**src/snf_pkg.sv**
```systemverilog
`default_nettype none
// ----------------------------------------------------------------------------
// snf_pkg
// Shared types, constants and the log2 table of the spectral novelty block.
// ----------------------------------------------------------------------------
package snf_pkg;

  localparam int MAX_BINS = 1024;
  localparam int MAG_BITS = 24;
  localparam int ADDR_W   = $clog2(MAX_BINS);
  localparam int LEN_W    = 11;
  localparam int SUM_W    = 64;
  localparam int RAD_W    = 72;
  localparam int ROOT_W   = RAD_W / 2;
  localparam int LOG_W    = 29;
  localparam int OUT_W    = 32;
  localparam int CFG_W    = 11;

  localparam logic [MAG_BITS-1:0] EPS_LSB = MAG_BITS'(10);

  localparam logic CFG_MODE   = 1'b0;
  localparam logic CFG_LENGTH = 1'b1;

  typedef enum logic [1:0] {
    MODE_FLUX   = 2'd0,
    MODE_HAINS  = 2'd1,
    MODE_LAROCH = 2'd2,
    MODE_NONE   = 2'd3
  } mode_t;

  typedef enum logic [3:0] {
    S_CLR, S_IDLE, S_READ, S_FLX, S_LGX, S_LGP, S_LGD, S_SQX, S_WSX,
    S_SQP, S_WSP, S_ACC, S_FIN, S_WRT, S_WDV, S_OUT
  } state_t;

  function automatic logic [24:0] log_tab(input logic [4:0] k);
    logic [24:0] t;
    case (k)
      5'd0:    t = 25'd0;
      5'd1:    t = 25'd1467383;
      5'd2:    t = 25'd2850868;
      5'd3:    t = 25'd4159533;
      5'd4:    t = 25'd5401057;
      5'd5:    t = 25'd6581994;
      5'd6:    t = 25'd7707983;
      5'd7:    t = 25'd8783913;
      5'd8:    t = 25'd9814042;
      5'd9:    t = 25'd10802114;
      5'd10:   t = 25'd11751428;
      5'd11:   t = 25'd12664911;
      5'd12:   t = 25'd13545167;
      5'd13:   t = 25'd14394532;
      5'd14:   t = 25'd15215099;
      5'd15:   t = 25'd16008758;
      5'd16:   t = 25'd16777216;
      default: t = 25'd0;
    endcase
    return t;
  endfunction

endpackage
`default_nettype wire

```
**src/snf_log.sv**
```systemverilog
`default_nettype none
// ----------------------------------------------------------------------------
// snf_log
// Table-interpolated log2 in Q.24 with a registered result.
// ----------------------------------------------------------------------------
module snf_log (
  input  wire logic                         clk,
  input  wire logic [snf_pkg::MAG_BITS-1:0] value,
  output logic      [snf_pkg::LOG_W-1:0]    log_out
);
  import snf_pkg::*;

  logic [4:0]  e;
  logic [4:0]  sh;
  logic [31:0] f;
  logic [3:0]  idx;
  logic [23:0] r;
  logic [24:0] t0;
  logic [24:0] dt;
  logic [48:0] prod;

  always_comb begin
    e = '0;
    for (int k = 0; k < MAG_BITS; k++) begin
      if (value[k]) begin
        e = 5'(k);
      end
    end
    sh   = 5'd31 - e;
    f    = {{(32 - MAG_BITS){1'b0}}, value} << sh;
    idx  = f[30:27];
    r    = f[26:3];
    t0   = log_tab({1'b0, idx});
    dt   = log_tab({1'b0, idx} + 5'd1) - t0;
    prod = {24'b0, dt} * {25'b0, r};
  end

  always_ff @(posedge clk) begin
    log_out <= {e, 24'b0} + {4'b0, t0} + {4'b0, prod[48:24]};
  end
endmodule
`default_nettype wire

```
**config.mk**
```make
export PLATFORM = sky130hd
export DESIGN_NAME = snf_log
export DESIGN_NICKNAME = d
export VERILOG_FILES = /design/src/snf_pkg.sv /design/src/snf_log.sv
export SDC_FILE = /design/constraint.sdc
export NUM_CORES = 1
export LEC_CHECK = 0
export BUFFER_PORTS_ARGS = -buffer_cell sky130_fd_sc_hd__buf_2
export CAP_MARGIN = 10
export CORE_MARGIN = 2
export CORE_UTILIZATION = 50
export CTS_BUF_LIST = sky130_fd_sc_hd__clkbuf_16
export CTS_CLUSTER_SIZE = 16
export DETAILED_ROUTE_END_ITERATION = 8
export MAX_ROUTING_LAYER = met4
export PLACE_DENSITY = 0.73
export SLEW_MARGIN = 15
export SYNTH_ARGS = -nofsm -noshare
export SYNTH_HDL_FRONTEND = slang
export SYNTH_SLANG_ARGS = --single-unit
export TNS_END_PERCENT = 50
```
**constraint.sdc**
```tcl
create_clock -name clk -period 56.6 [get_ports clk]
set_clock_uncertainty 0.1 [all_clocks]
set_input_delay 11.32 -clock clk [delete_from_list [all_inputs] [get_ports clk]]
set_output_delay 11.32 -clock clk [all_outputs]
set_load 0.01 [all_outputs]
```
==> metrics.yaml <==
status: "complete, no violations"
clock_path_buffers: 2
required_ns: 56.71
synth-xor-area-share_pct: 3.69
synth_ff_type: "dfxtp_1"
num_rows: 79
stdcell_count: 3536
drc: 0
hpwl_um: 58000
grt_usage_pct: 30.0
timing.setup.tns_ns: 0
setup_viol: 0
cts_tree: "done"
grt_pass1_wl_um: 112000
final_area_um2: 25200
largest_reg_flops: 29
yosys_warnings: 0
critPathLaunchType: "primary input"
cts_setup_buffers: 0
cts_made_buffers: 5
drt-pass1-iter-count: 5
max_cap_viol_count: 0
syn_inst: 2802
crit_path_max_incr_delay_ns: 0.80
cts_resized: 0
via_count: 19600
first_iter_violations: 1668
grt_setup_unrepaired: "false"
critPathArrivalTime_ns: 28.90
cts_hold_buf: 0
synthMuxAreaShare_pct: 1.59
cp-end-kind: "flip-flop"
overflow: 0
synth-seq-area-share_pct: 2.46
finalNetCount: 3692
io_buffer_count: 53
grt_max_degree: 40
syn_area_per_cell_um2: 8.41
hold_path_class: "in -> reg"
max_flop_register: "log_out"
dieArea_um2: 48900
slowest_stage: "xor2_1"
worstSetupPathType: "in -> reg"
synth_enable_flop_cells: 0
cp_max_fo: 31
start_util_pct: 50.6
die_h_um: 221
hold_end: "log_out[28]"
period_share_pct: 50.9
relSlewSlack_pct: 25.9
coreArea_um2: 46600
wl_um: 69200
final_cell_mix: "613 x inv_1, 505 x fa_1, 348 x nor2_1"
synth_fa_ha_area_share_pct: 55.3
htreeDepth: 2
layout_commonest_cell: "inv_1"
antenna_found_initial: 1
crit_top_cell: "fa_1"
cts_root_buf: "clkbuf_16"
io_pins: 54
viasPerCell: 5.54
cts.sinks: 29
netlist_area_um2: 23600
worst_slew_pin_slew_ns: 1.11
die_w_um: 221
area_growth_pct: 7.03
synth_compound_area_share_pct: 10.1
gp_congestion: 1.03
min_from: "value[14]"
grt_pass1_vias: 20800
slew_viol_final: 0
utilization_pct: 54.2
ys_types: 90
fmax_mhz: 34.7
top_regs: "log_out: 29 flops"
postRouteAntennaNets: 0
async_flop_share_pct: 0
placed_cell_area_um2: 25100
synth_top_family_by_area: "adder cells"
finalHoldViolations: 0
ys_seq_elements: 29
final_layout_size_suffix_gt1_share_pct: 6.01
wl_per_cell_um: 19.6
period_needed_ns: 28.79
synth-simple-area-share_pct: 15.1
worstHoldPathCells: 3
clk_pin_slew_worst_paths_ns: 0.06
dp.cells: 3527
routing by layer:
metal  global-route usage [%]  wire length (um)
met1                     38.8             27300
met5                        -                 0
met3                     4.45              5510
met4                     11.7              3320
met2                     47.9             33000
cell usage after synthesis (5+ instances only):
cell type | count | area, um2
a211o_1 | 5 | 43.8
a211oi_1 | 12 | 90.1
a21boi_0 | 7 | 52.6
a21o_1 | 39 | 293
a21oi_1 | 99 | 495
a22oi_1 | 7 | 52.6
a311oi_1 | 5 | 43.8
a31oi_1 | 10 | 62.6
and2_1 | 19 | 119
and3_1 | 13 | 81.3
buf_1 | 7 | 26.3
buf_2 | 13 | 65.1
clkbuf_1 | 84 | 315
dfxtp_1 | 29 | 581
fa_1 | 505 | 10100
ha_1 | 235 | 2940
inv_1 | 613 | 2300
mux2i_1 | 26 | 260
nand2_1 | 286 | 1070
nand2b_1 | 22 | 138
nand3_1 | 39 | 195
nand4_1 | 7 | 43.8
nor2_1 | 348 | 1310
nor2b_1 | 19 | 119
nor3_1 | 22 | 110
o211ai_1 | 8 | 60.1
o21a_1 | 18 | 135
o21ai_0 | 66 | 330
o21bai_1 | 10 | 75.1
o31ai_1 | 9 | 67.6
or2_2 | 16 | 100
or3_1 | 12 | 75.1
xnor2_1 | 63 | 552
xor2_1 | 29 | 254
cell families after synthesis:
group,count (synthesis)
buf+inv,723
fa+ha+maj,740
other cells,2
compound gates,354
flops,29
mux,33
simple gates,825
xor+xnor,96
area by class of cell:
| cell class | count | area, um2 |
|---|---|---|
| Fill cell | 4344 | 21300 |
| Multi-Input combinational cell | 2170 | 20800 |
| Inverter | 616 | 2310 |
| Tap cell | 607 | 759 |
| Timing Repair Buffer | 105 | 656 |
| Sequential cell | 29 | 581 |
| Clock buffer | 5 | 125 |
| Clock inverter | 3 | 41.3 |
| Antenna cell | 1 | 2.50 |
stage by stage:
stage / hold WS [ns] / setup WS (ns)
final: 11.44 / 27.81
after global routing: 11.45 / 26.66
after CTS: 11.42 / 28.15
after detailed placement: 11.61 / 27.89
after global placement: 11.62 / 28.28
after floorplan: 11.42 / 30.34
how the worst max path moves through the flow:
stage / from / endpoint / slack, ns / cells after the start
6_report: value[2] / log_out[27] / 27.81 / 66
5_1_grt: value[2] / log_out[27] / 26.66 / 70
4_1_cts: value[2] / log_out[27] / 28.15 / 66
3_5_place_dp: value[2] / log_out[27] / 27.89 / 68
3_3_place_gp: value[2] / log_out[27] / 28.28 / 66
2_1_floorplan: value[21] / log_out[27] / 30.34 / 65
worst max-delay path: cells and delay by family:
| kind | cells | cell delay (ns) |
|---|---|---|
| adder cells (fa/ha/maj) | 13 | 5.82 |
| AND/OR/NAND/NOR | 15 | 2.71 |
| multiplexers | 2 | 0.49 |
| XOR/XNOR | 3 | 1.12 |
| AO/OA/AOI/OAI | 21 | 5.09 |
| buffers and inverters | 12 | 2.30 |
Power is not shown: default switching activity piles up to over one toggle a cycle in this logic, so the estimate is an artifact.
