[src/snf_pkg.sv]
`default_nettype none
// ----------------------------------------------------------------------------
// snf_pkg
// Shared types, constants and the log2 table of the spectral novelty block.
// ----------------------------------------------------------------------------
package snf_pkg;

  localparam int MAX_BINS = 1024;
  localparam int MAG_BITS = 24;
  localparam int ADDR_W   = $clog2(MAX_BINS);
  localparam int LEN_W    = 11;
  localparam int SUM_W    = 64;
  localparam int RAD_W    = 72;
  localparam int ROOT_W   = RAD_W / 2;
  localparam int LOG_W    = 29;
  localparam int OUT_W    = 32;
  localparam int CFG_W    = 11;

  localparam logic [MAG_BITS-1:0] EPS_LSB = MAG_BITS'(10);

  localparam logic CFG_MODE   = 1'b0;
  localparam logic CFG_LENGTH = 1'b1;

  typedef enum logic [1:0] {
    MODE_FLUX   = 2'd0,
    MODE_HAINS  = 2'd1,
    MODE_LAROCH = 2'd2,
    MODE_NONE   = 2'd3
  } mode_t;

  typedef enum logic [3:0] {
    S_CLR, S_IDLE, S_READ, S_FLX, S_LGX, S_LGP, S_LGD, S_SQX, S_WSX,
    S_SQP, S_WSP, S_ACC, S_FIN, S_WRT, S_WDV, S_OUT
  } state_t;

  function automatic logic [24:0] log_tab(input logic [4:0] k);
    logic [24:0] t;
    case (k)
      5'd0:    t = 25'd0;
      5'd1:    t = 25'd1467383;
      5'd2:    t = 25'd2850868;
      5'd3:    t = 25'd4159533;
      5'd4:    t = 25'd5401057;
      5'd5:    t = 25'd6581994;
      5'd6:    t = 25'd7707983;
      5'd7:    t = 25'd8783913;
      5'd8:    t = 25'd9814042;
      5'd9:    t = 25'd10802114;
      5'd10:   t = 25'd11751428;
      5'd11:   t = 25'd12664911;
      5'd12:   t = 25'd13545167;
      5'd13:   t = 25'd14394532;
      5'd14:   t = 25'd15215099;
      5'd15:   t = 25'd16008758;
      5'd16:   t = 25'd16777216;
      default: t = 25'd0;
    endcase
    return t;
  endfunction

endpackage
`default_nettype wire

[src/snf_div.sv]
`default_nettype none
// ----------------------------------------------------------------------------
// snf_div
// Iterative restoring divider, one quotient bit per cycle.
// ----------------------------------------------------------------------------
module snf_div (
  input  wire logic                      clk,
  input  wire logic                      rst,
  input  wire logic                      start,
  input  wire logic [snf_pkg::SUM_W-1:0] num,
  input  wire logic [snf_pkg::LEN_W-1:0] den,
  output logic                           busy,
  output logic                           done,
  output logic [snf_pkg::SUM_W-1:0]      quot
);
  import snf_pkg::*;

  logic [LEN_W-1:0]           divisor;
  logic [LEN_W-1:0]           rem;
  logic [$clog2(SUM_W)-1:0]   count;
  logic [LEN_W:0]             rem_s;

  assign rem_s = {rem, quot[SUM_W-1]};

  always_ff @(posedge clk) begin
    if (rst) begin
      busy <= 1'b0;
      done <= 1'b0;
    end else begin
      done <= 1'b0;
      if (start) begin
        busy <= 1'b1;
      end else if (busy && count == '0) begin
        busy <= 1'b0;
        done <= 1'b1;
      end
    end
  end

  always_ff @(posedge clk) begin
    if (start) begin
      quot    <= num;
      divisor <= den;
      rem     <= '0;
      count   <= ($clog2(SUM_W))'(SUM_W - 1);
    end else if (busy) begin
      count <= count - 1'b1;
      if (rem_s >= {1'b0, divisor}) begin
        rem  <= LEN_W'(rem_s - {1'b0, divisor});
        quot <= {quot[SUM_W-2:0], 1'b1};
      end else begin
        rem  <= rem_s[LEN_W-1:0];
        quot <= {quot[SUM_W-2:0], 1'b0};
      end
    end
  end
endmodule
`default_nettype wire

[config.mk]
export PLATFORM = sky130hd
export DESIGN_NAME = snf_div
export DESIGN_NICKNAME = d
export VERILOG_FILES = /design/src/snf_pkg.sv /design/src/snf_div.sv
export SDC_FILE = /design/constraint.sdc
export NUM_CORES = 1
export LEC_CHECK = 0
export ABC_CLOCK_PERIOD_IN_PS = 2300
export BUFFER_PORTS_ARGS = -buffer_cell sky130_fd_sc_hd__clkbuf_2
export CAP_MARGIN = 5
export CORE_ASPECT_RATIO = 0.7
export CORE_MARGIN = 2
export CORE_UTILIZATION = 45
export DETAILED_ROUTE_END_ITERATION = 8
export PLACE_DENSITY = 0.83
export SLEW_MARGIN = 20
export SYNTH_ARGS = -nofsm -noshare
export SYNTH_HDL_FRONTEND = slang
export SYNTH_SLANG_ARGS = --single-unit
[constraint.sdc]
create_clock -name clk -period 2.3 [get_ports clk]
set_input_delay 0.46 -clock clk [delete_from_list [all_inputs] [get_ports clk]]
set_output_delay 0.46 -clock clk [all_outputs]
set_load 0.005 [all_outputs]
==> results.cfg <==
[floorplanning]
die-area_um2 = 10700
core_area_um2 = 9650
die_y_um = 87.3
top_level_ports = 144
fp.dieW_um = 123
row_count = 30
start_util = 0.462

[worst_hold_path]
timing.hold.worst.class = primary input to register
hold_depth = 1
hold_path_end = divisor[8]$_DFFE_PP_
worst_hold_startpoint = den[8]

[logic_synthesis]
synth-edff-count = 75
total_of_flip_flops_plus_latches_after_synthesis = 94
netlist.area_leader.share = 0.505
synth.distinct_cells = 48
syn_area_per_cell_um2 = 14.0
share_of_synthesized_area_occupied_by_flip_flops_and_latches = 0.591
synth.yosys.warnings = 0
gate_count_post_synth = 318
synth_nets = 409
synth_top_cell_by_area = sky130_fd_sc_hd__edfxtp_1
synthArstFlopShare = 0
synth.top_cells.by_area = sky130_fd_sc_hd__edfxtp_1 51%, sky130_fd_sc_hd__mux2_2 16%, sky130_fd_sc_hd__dfxtp_1 8.5%
synth_top_flop_cell = sky130_fd_sc_hd__edfxtp_1
netlist_area_um2 = 4460

[timing]
timing_worst_slew_pin_value_ns = 0.473
max_clock_freq_mhz = 448
relSlewSlack = 0.685
slew_viol_final = 0
finalWorstSetupSlack_ns = 0.0701
min_clock_period_post_route_ns = 2.23
final-hold-violation-count = 0
holdWs_ns = 0.290
skew_final_ns = 0.00737
layout_worst_path_cycle_share = 0.970
setup_viol = 0

[cts]
clkLatencyLatePin_ns = 0.34
htree_num_levels = 3
cts_made_buffers = 9
clock_tree.root_cell = sky130_fd_sc_hd__clkbuf_16
clock_tree_from_tritoncts = yes
number_of_sinks_on_the_clock_net = 94
clock_path_buffers = 2
clk_transition_reported_paths_ns = 0.07

[cells_and_area]
layout.cells.non_filler = 608
share_of_cells_above_drive_strength_1 = 0.531
fin_util = 0.601
fin_nets = 566
diodes = 0
synthToLayoutAreaGrowth_pct = 30.2

[power]
total_leakage_power_nw = 2.45
cellPowerDensity_nw_per_um2 = 789
ir_drop_mv = 0.780

[run]
cap_violations = 0

[route]
antenna_left = 0
drtPass1Iterations = 4
vias_per_cell = 5.11
drt-wirelength-per-cell_um = 15.7
totalWireLength_um = 9520
drc = 0
detailroute.via_count = 3106
first_iter_violations = 184

[setup_path]
crit_arrival_ns = 2.45
source_of_the_worst_register_to_register_timing_path = divisor[0]$_DFFE_PP_
timing.rr.end = rem[1]$_SDFFE_PP0P_
critPathRequiredTime_ns = 2.52
maximum_fanout_count_along_the_critical_path = 5
path_class = register to register
cp_launch_point = divisor[0]$_DFFE_PP_
rrSetupSlack_ns = 0.07
endpoint_class_of_the_critical_path = register
reg2reg_depth = 9
cp-start-kind = register

[placed_design]
place.port_buffers = 143
final_weighted_congestion_in_routability_driven_placement = 0.906
dpl_worst_slack_ns = -0.0698
half_perimeter_wire_length_after_placement_um = 6730
place.detailed.instances = 587

[grt]
first_global_vias = 2877
grt_max_degree = 95
grt_pass1_wl_um = 14200
antenna_found_initial = 0
grt_overflow_total = 0
track_usage = 0.175

[outcome]
outcome = complete, no violations
[power breakdown]
| group | leakage [nW] | switching, W | internal, W | total [W] |
|---|---|---|---|---|
| clock | 0.150 | 0.000642 | 0.000954 | 0.00160 |
| sequential | 0.907 | 0.0000907 | 0.00203 | 0.00212 |
| combinational | 1.39 | 0.000410 | 0.000446 | 0.000856 |
| total | 2.45 | 0.00114 | 0.00343 | 0.00458 |
[through the flow]
step / TNS (ns) / instance area, um2 / total power (W)
global route: -0.0338 / 5800 / 0.00477
global placement: 0 / 5400 / 0.00293
floorplan: 0 / 4460 / 0.00263
finish: 0 / 5800 / 0.00458
CTS: 0 / 5740 / 0.00459
detailed placement: -0.308 / 5400 / 0.00297
[synthesized netlist by cell type, drive strengths merged, types with 3 or more instances]
library cell  count
a211oi            8
a21oi             7
buf               4
clkbuf           11
dfxtp            19
edfxtp           75
ha               12
inv              17
mux2             65
mux2i             6
nand2             9
nand2b           10
nand3             3
nor2             16
nor2b             3
nor3              3
nor4              5
o21ai            11
xnor2             7
[sequential cells by signal, indices dropped and copies added, names as in the netlist]
| signal | flops |
|---|---|
| rem | 11 |
| busy | 1 |
| divisor | 11 |
| quot | 64 |
| done | 1 |
| count | 6 |
[final cells by class]
cell class	instances	area (um2)
timing repair buffer	161	898
sequential	94	2630
fill	747	3840
clock inverter	7	96.3
inverter	17	67.6
tap	128	160
clock buffer	9	225
multi-input combinational	192	1720
[per-layer routing]
layer / up-vias / share of wire / track usage
met3: 13 / 0.072 / 0.0445
met5: - / 0 / 0
met2: 124 / 0.46 / 0.266
met4: 0 / 0.016 / 0.0658
met1: 1453 / 0.45 / 0.242
li1: 1516 / - / -
[worst max path at each step]
stage / endpoint / slack (ns) / cells after the start
floorplan: quot[0]$_DFFE_PP_ / 0.05 / 3
global placement: rem[0]$_SDFFE_PP0P_ / 0.005 / 9
detailed placement: rem[4]$_SDFFE_PP0P_ / -0.07 / 10
CTS: rem[0]$_SDFFE_PP0P_ / 0.006 / 9
global route: rem[3]$_SDFFE_PP0P_ / -0.01 / 9
finish: rem[1]$_SDFFE_PP0P_ / 0.07 / 9
[placed cells by master, fill, tap and decap left out, types with 6 or more instances in the layout]
cell,instances
sky130_fd_sc_hd__buf_4,14
sky130_fd_sc_hd__dfxtp_1,19
sky130_fd_sc_hd__nand2b_1,10
sky130_fd_sc_hd__edfxtp_1,75
sky130_fd_sc_hd__nor2_1,16
sky130_fd_sc_hd__ha_1,11
sky130_fd_sc_hd__o21ai_0,6
sky130_fd_sc_hd__a21oi_1,7
sky130_fd_sc_hd__clkbuf_2,142
sky130_fd_sc_hd__a211oi_1,7
sky130_fd_sc_hd__xnor2_1,7
sky130_fd_sc_hd__nand2_1,9
sky130_fd_sc_hd__mux2i_1,6
sky130_fd_sc_hd__clkbuf_16,9
sky130_fd_sc_hd__inv_1,15
sky130_fd_sc_hd__mux2_2,64
[critical path: stages, from the launching register on]
cell and delay (ns):
sky130_fd_sc_hd__edfxtp_1 0.42, sky130_fd_sc_hd__ha_4 0.19, sky130_fd_sc_hd__fa_2 0.39, sky130_fd_sc_hd__nor2b_4 0.13, sky130_fd_sc_hd__o31a_1 0.19, sky130_fd_sc_hd__o21ai_4 0.09
sky130_fd_sc_hd__o21ai_4 0.24, sky130_fd_sc_hd__buf_6 0.15, sky130_fd_sc_hd__nor4b_1 0.04, sky130_fd_sc_hd__a221o_1 0.27
[cell families (layout without fill, tap and decap cells)]
| kind of cell | count (synthesis) | after routing | synth area share |
|---|---|---|---|
| mux | 71 | 71 | 0.179 |
| buf+inv | 32 | 194 | 0.0306 |
| flops | 94 | 94 | 0.591 |
| simple gates | 59 | 59 | 0.0797 |
| xor+xnor | 9 | 9 | 0.0177 |
| fa+ha+maj | 13 | 13 | 0.0382 |
| compound gates | 40 | 40 | 0.0646 |
[repair_timing]
| action | CTS | global route |
|---|---|---|
| endpoints found under the setup margin | 8 | 11 |
| setup buffers | 2 | 3 |
| resized for setup | 2 | 6 |
| hold buffers | 0 | 0 |
| pin swaps | 2 | 6 |
| gates cloned | 0 | 0 |
Note: power is estimated with default switching activity, not from simulation.
