### config.mk
export PLATFORM = sky130hd
export DESIGN_NAME = snf_sqrt
export DESIGN_NICKNAME = d
export VERILOG_FILES = /design/src/snf_pkg.sv /design/src/snf_sqrt.sv
export SDC_FILE = /design/constraint.sdc
export NUM_CORES = 1
export LEC_CHECK = 0
export BUFFER_PORTS_ARGS = -buffer_cell sky130_fd_sc_hd__buf_2
export CAP_MARGIN = 25
export CORE_ASPECT_RATIO = 1.75
export CORE_MARGIN = 2
export CORE_UTILIZATION = 50
export CTS_BUF_LIST = sky130_fd_sc_hd__clkbuf_4
export CTS_CLUSTER_DIAMETER = 50
export DETAILED_ROUTE_END_ITERATION = 16
export HOLD_SLACK_MARGIN = 0.12
export PLACE_DENSITY = 0.71
export RECOVER_POWER = 50
export SYNTH_ARGS = -nofsm -noshare
export SYNTH_HDL_FRONTEND = slang
export SYNTH_SLANG_ARGS = --single-unit
### constraint.sdc
create_clock -name clk -period 7.6 [get_ports clk]
set_input_delay 0.76 -clock clk [delete_from_list [all_inputs] [get_ports clk]]
set_output_delay 0.76 -clock clk [all_outputs]
set_load 0.005 [all_outputs]
### src/snf_pkg.sv
`default_nettype none
// ----------------------------------------------------------------------------
// snf_pkg
// Shared types, constants and the log2 table of the spectral novelty block.
// ----------------------------------------------------------------------------
package snf_pkg;

  localparam int MAX_BINS = 1024;
  localparam int MAG_BITS = 24;
  localparam int ADDR_W   = $clog2(MAX_BINS);
  localparam int LEN_W    = 11;
  localparam int SUM_W    = 64;
  localparam int RAD_W    = 72;
  localparam int ROOT_W   = RAD_W / 2;
  localparam int LOG_W    = 29;
  localparam int OUT_W    = 32;
  localparam int CFG_W    = 11;

  localparam logic [MAG_BITS-1:0] EPS_LSB = MAG_BITS'(10);

  localparam logic CFG_MODE   = 1'b0;
  localparam logic CFG_LENGTH = 1'b1;

  typedef enum logic [1:0] {
    MODE_FLUX   = 2'd0,
    MODE_HAINS  = 2'd1,
    MODE_LAROCH = 2'd2,
    MODE_NONE   = 2'd3
  } mode_t;

  typedef enum logic [3:0] {
    S_CLR, S_IDLE, S_READ, S_FLX, S_LGX, S_LGP, S_LGD, S_SQX, S_WSX,
    S_SQP, S_WSP, S_ACC, S_FIN, S_WRT, S_WDV, S_OUT
  } state_t;

  function automatic logic [24:0] log_tab(input logic [4:0] k);
    logic [24:0] t;
    case (k)
      5'd0:    t = 25'd0;
      5'd1:    t = 25'd1467383;
      5'd2:    t = 25'd2850868;
      5'd3:    t = 25'd4159533;
      5'd4:    t = 25'd5401057;
      5'd5:    t = 25'd6581994;
      5'd6:    t = 25'd7707983;
      5'd7:    t = 25'd8783913;
      5'd8:    t = 25'd9814042;
      5'd9:    t = 25'd10802114;
      5'd10:   t = 25'd11751428;
      5'd11:   t = 25'd12664911;
      5'd12:   t = 25'd13545167;
      5'd13:   t = 25'd14394532;
      5'd14:   t = 25'd15215099;
      5'd15:   t = 25'd16008758;
      5'd16:   t = 25'd16777216;
      default: t = 25'd0;
    endcase
    return t;
  endfunction

endpackage
`default_nettype wire

### src/snf_sqrt.sv
`default_nettype none
// ----------------------------------------------------------------------------
// snf_sqrt
// Iterative floor square root, one root bit per cycle.
// ----------------------------------------------------------------------------
module snf_sqrt (
  input  wire logic                      clk,
  input  wire logic                      rst,
  input  wire logic                      start,
  input  wire logic [snf_pkg::RAD_W-1:0] radicand,
  output logic                           busy,
  output logic                           done,
  output logic [snf_pkg::ROOT_W-1:0]     root
);
  import snf_pkg::*;

  logic [RAD_W-1:0]            rad;
  logic [ROOT_W+1:0]           rem;
  logic [$clog2(ROOT_W)-1:0]   count;
  logic [ROOT_W+1:0]           rem_s;
  logic [ROOT_W+1:0]           trial;

  assign rem_s = {rem[ROOT_W-1:0], rad[RAD_W-1:RAD_W-2]};
  assign trial = {root, 2'b01};

  always_ff @(posedge clk) begin
    if (rst) begin
      busy <= 1'b0;
      done <= 1'b0;
    end else begin
      done <= 1'b0;
      if (start) begin
        busy <= 1'b1;
      end else if (busy && count == '0) begin
        busy <= 1'b0;
        done <= 1'b1;
      end
    end
  end

  always_ff @(posedge clk) begin
    if (start) begin
      rad   <= radicand;
      rem   <= '0;
      root  <= '0;
      count <= ($clog2(ROOT_W))'(ROOT_W - 1);
    end else if (busy) begin
      rad   <= {rad[RAD_W-3:0], 2'b00};
      count <= count - 1'b1;
      if (rem_s >= trial) begin
        rem  <= rem_s - trial;
        root <= {root[ROOT_W-2:0], 1'b1};
      end else begin
        rem  <= rem_s;
        root <= {root[ROOT_W-2:0], 1'b0};
      end
    end
  end
endmodule
`default_nettype wire

==> flow_summary_export.csv <==
group,metric,value,unit
cells_and_area,drive_gt1_frac,0.242,
timing,fmax,216,MHz
logic_synthesis,synthCells,777,
logic_synthesis,synth-edff-count,72,
clocking,clk_latency,0.55,ns
detailed_routing,wl_per_cell,15.9,um
worst_setup_path,endpoint,"rad[8]",
clocking,cts_setup_buffers,0,
timing,fin_skew,0.0226,ns
power_and_ir_drop,p_int,1.73,mW
detailed_routing,drtAntennaViolNets,0,
logic_synthesis,synth-main-ff-cell,"dfxtp_1",
logic_synthesis,postSynthAreaPerCell,10.6,um2
worst_setup_path,cp_data_arrival_time,4.82,ns
floorplan,die_h,174,um
detailed_routing,first_pass_iters,5,
power_and_ir_drop,cellPowerDensity,306,nW/um2
flow_run,drv_cap,3,
clocking,clock-root-buffer,"clkbuf_4",
detailed_routing,detailroute.via_count,5982,
timing,tns,0,ns
worst_setup_path,crit_chain,"clkbuf_1 -> nor2_1 -> inv_2 -> buf_4",
logic_synthesis,synth-seq-cells,152,
grt,grt_pass1_wl,28600,um
detailed_routing,drc,0,
grt,first_global_vias,6020,
logic_synthesis,synth-warning-count,0,
timing,finalWorstSetupSlack,2.97,ns
timing,setup_viol,0,
logic_synthesis,synth-async-reset-ratio,0,
clocking,ctsHoldBuffers,0,
logic_synthesis,synth_seq_area_share,0.458,
worst_setup_path,max_stage_delay,2.29,ns
timing,post-route-min-period,4.63,ns
logic_synthesis,synth.cell_area,8220,um2
place,dp_hpwl,12200,um
power_and_ir_drop,combPwrFrac,0.442,
detailed_routing,drt_iter0_markers,225,
outcome,outcome,"finished, violations left",
power_and_ir_drop,ir_worst_vdd,211,uV
worst_setup_path,end_kind,"flop",
cells_and_area,area_growth,11.7,%
clocking,clock_sinks,152,
grt,grt_max_degree,79,
power_and_ir_drop,switching_share,0.384,
place,post-place-ws,3.69,ns
power_and_ir_drop,clockPowerShare,0.198,
floorplan,start_util,0.505,
place,port_buffers,112,
worst_setup_path,crit_start,"start",
cells_and_area,final_cell_mix,"buf_2 (98), nor2_1 (87), dfxtp_1 (80)",
worst_setup_path,r2r_start,"busy",
worst_setup_path,worst-path-buf-inv,3,
timing,tightest_slew,3.31,ns
place,place_congestion,0.886,
power_and_ir_drop,p_sw,1.08,mW
cells_and_area,final_common_cell,"buf_2",
clocking,cts_buffers,17,
grt,grt_usage,0.202,
worst_setup_path,startpoint_type,"input port",
worst_setup_path,r2r-end,"root[20]",
clocking,cts_repair_resize_count,0,
power_and_ir_drop,p_leak,3.78,nW
clocking,cts.clk_slew.worst_paths,0.14,ns
worst_hold_path,hp-class,"input port to flop",
power_and_ir_drop,p_total,2.81,mW
clocking,htree_levels,4,
power_and_ir_drop,pwr-share-seq,0.360,
clocking,clockBufferDepth,2,
worst_setup_path,cp_max_fo,72,
worst_setup_path,rrSetupSlack,3.17,ns
timing,fin_crit_sh,0.610,
outcome,violations,"max-capacitance violations, max-slew violations",
floorplan,ioPinCount,113,
timing,drv_slew,178,
worst_setup_path,crit_slowest_cell,"clkbuf_1",
timing,relSlewSlack,-1.21,
floorplan,die-area,17500,um2
worst_setup_path,worst_path_dominant_cell_family,"buffers and inverters",
logic_synthesis,synth_nets,891,
timing,rsz0062_at_grt,"no",
floorplan,core_area,16300,um2
worst_setup_path,path_depth,4,
worst_setup_path,required,7.79,ns
cells_and_area,finalCoreUtilization,0.563,
grt,gr-total-overflow,0,
grt,antenna_found_initial,1,
worst_hold_path,min_from,"rst",
detailed_routing,via_per_inst,5.54,
cells_and_area,nets,987,
worst_setup_path,path_class,"input port to flop",
detailed_routing,drt-total-wl,17100,um
clocking,cts_tree,"built",
worst_setup_path,r2r_cells,3,
logic_synthesis,ys_types,55,
floorplan,dieWidth,101,um
timing,hold_viol_final,0,
floorplan,std_cell_rows,62,
==> cell families (layout without fill, tap and decap cells) <==
kind of cell             after synthesis  count (layout)  share of synthesized area
other                                  0               1                          0
AO/OA/AOI/OAI                        155             155                      0.131
multiplexers                         136             136                      0.176
buffers and inverters                 89             198                     0.0434
AND/OR/NAND/NOR                      168             168                     0.0912
adder cells (fa/ha/maj)               39              39                     0.0594
XOR/XNOR                              38              38                     0.0405
flip-flops                           152             152                      0.458
==> layout make-up <==
type	count	area, um2
Tap cell	192	240
Multi-Input combinational cell	536	4100
Fill cell	1498	7110
Clock buffer	18	135
Antenna cell	1	2.50
Clock inverter	14	180
Sequential cell	152	3760
Inverter	50	188
Timing Repair Buffer	116	569
==> layer usage <==
| metal | GRT usage | share of wire | routed length [um] |
|---|---|---|---|
| met5 | 0 | 0 | 0 |
| met4 | 0.0709 | 0.021 | 357 |
| met3 | 0.0440 | 0.039 | 664 |
| met2 | 0.363 | 0.54 | 9250 |
| met1 | 0.233 | 0.40 | 6870 |
==> sequential cells by signal, indices dropped and copies added (netlist names) <==
name and count:
busy 1, count 6, done 1, rad 72
rem 36, root 36
==> synth_stat cells, types with 2 or more instances <==
| cell type | n | share of area |
|---|---|---|
| a21o_1 | 16 | 0.015 |
| nor4_1 | 3 | 0.0023 |
| o21a_1 | 3 | 0.0027 |
| nand4_1 | 9 | 0.0068 |
| a211o_1 | 3 | 0.0032 |
| o211a_1 | 2 | 0.0024 |
| buf_6 | 2 | 0.0027 |
| nand2_1 | 30 | 0.014 |
| o22ai_1 | 2 | 0.0015 |
| a21oi_1 | 39 | 0.024 |
| a211oi_2 | 3 | 0.0046 |
| and2_1 | 3 | 0.0023 |
| nor3_1 | 8 | 0.0049 |
| buf_1 | 7 | 0.0032 |
| nor2_1 | 87 | 0.040 |
| buf_4 | 2 | 0.0018 |
| nor2b_1 | 7 | 0.0053 |
| or3_1 | 3 | 0.0023 |
| mux2_2 | 70 | 0.096 |
| mux2i_1 | 65 | 0.079 |
| a32oi_1 | 3 | 0.0032 |
| dfxtp_1 | 80 | 0.19 |
| o31ai_1 | 3 | 0.0027 |
| a211oi_1 | 32 | 0.029 |
| o21bai_1 | 10 | 0.0091 |
| nand3_1 | 7 | 0.0043 |
| xnor2_1 | 25 | 0.027 |
| edfxtp_1 | 72 | 0.26 |
| ha_1 | 39 | 0.059 |
| clkbuf_1 | 28 | 0.013 |
| xor2_1 | 13 | 0.014 |
| nand2b_1 | 6 | 0.0046 |
| a31oi_1 | 2 | 0.0015 |
| o21ai_0 | 23 | 0.014 |
| inv_1 | 50 | 0.023 |
==> power by group through the flow <==
stage	Combinational [mW]	Sequential, mW	Clock (mW)
after floorplan	1.03	1.01	0
after global placement	1.22	1.03	0
after detailed placement	1.23	1.03	0
after CTS	1.24	1.01	0.574
after global routing	1.37	1.02	0.596
final	1.24	1.01	0.557
==> through the flow <==
step | instances | cell area, um2 | hold WS, ns
after floorplan | 777 | 8220 | 0.429
after global placement | 1046 | 8890 | 0.459
after detailed placement | 1046 | 8890 | 0.456
after CTS | 1078 | 9200 | 0.343
after global routing | 1079 | 9180 | 0.349
final | 1079 | 9180 | 0.373
==> worst reg2reg max path: cells and delay by family, from the launching register on <==
family / cells / cell delay [ns]
buf+inv: 1 / 2.11
flops: 1 / 1.66
mux: 1 / 0.37
simple gates: 1 / 0.06
==> worst min-delay path by stage <==
stage	to	slack, ns	cells past startpoint
after floorplan	rem[34]	0.43	2
after global placement	rem[34]	0.46	2
after detailed placement	rem[34]	0.46	2
after CTS	done	0.34	2
after global routing	done	0.35	2
final	done	0.37	2
Note: power is estimated with default switching activity, not from simulation.
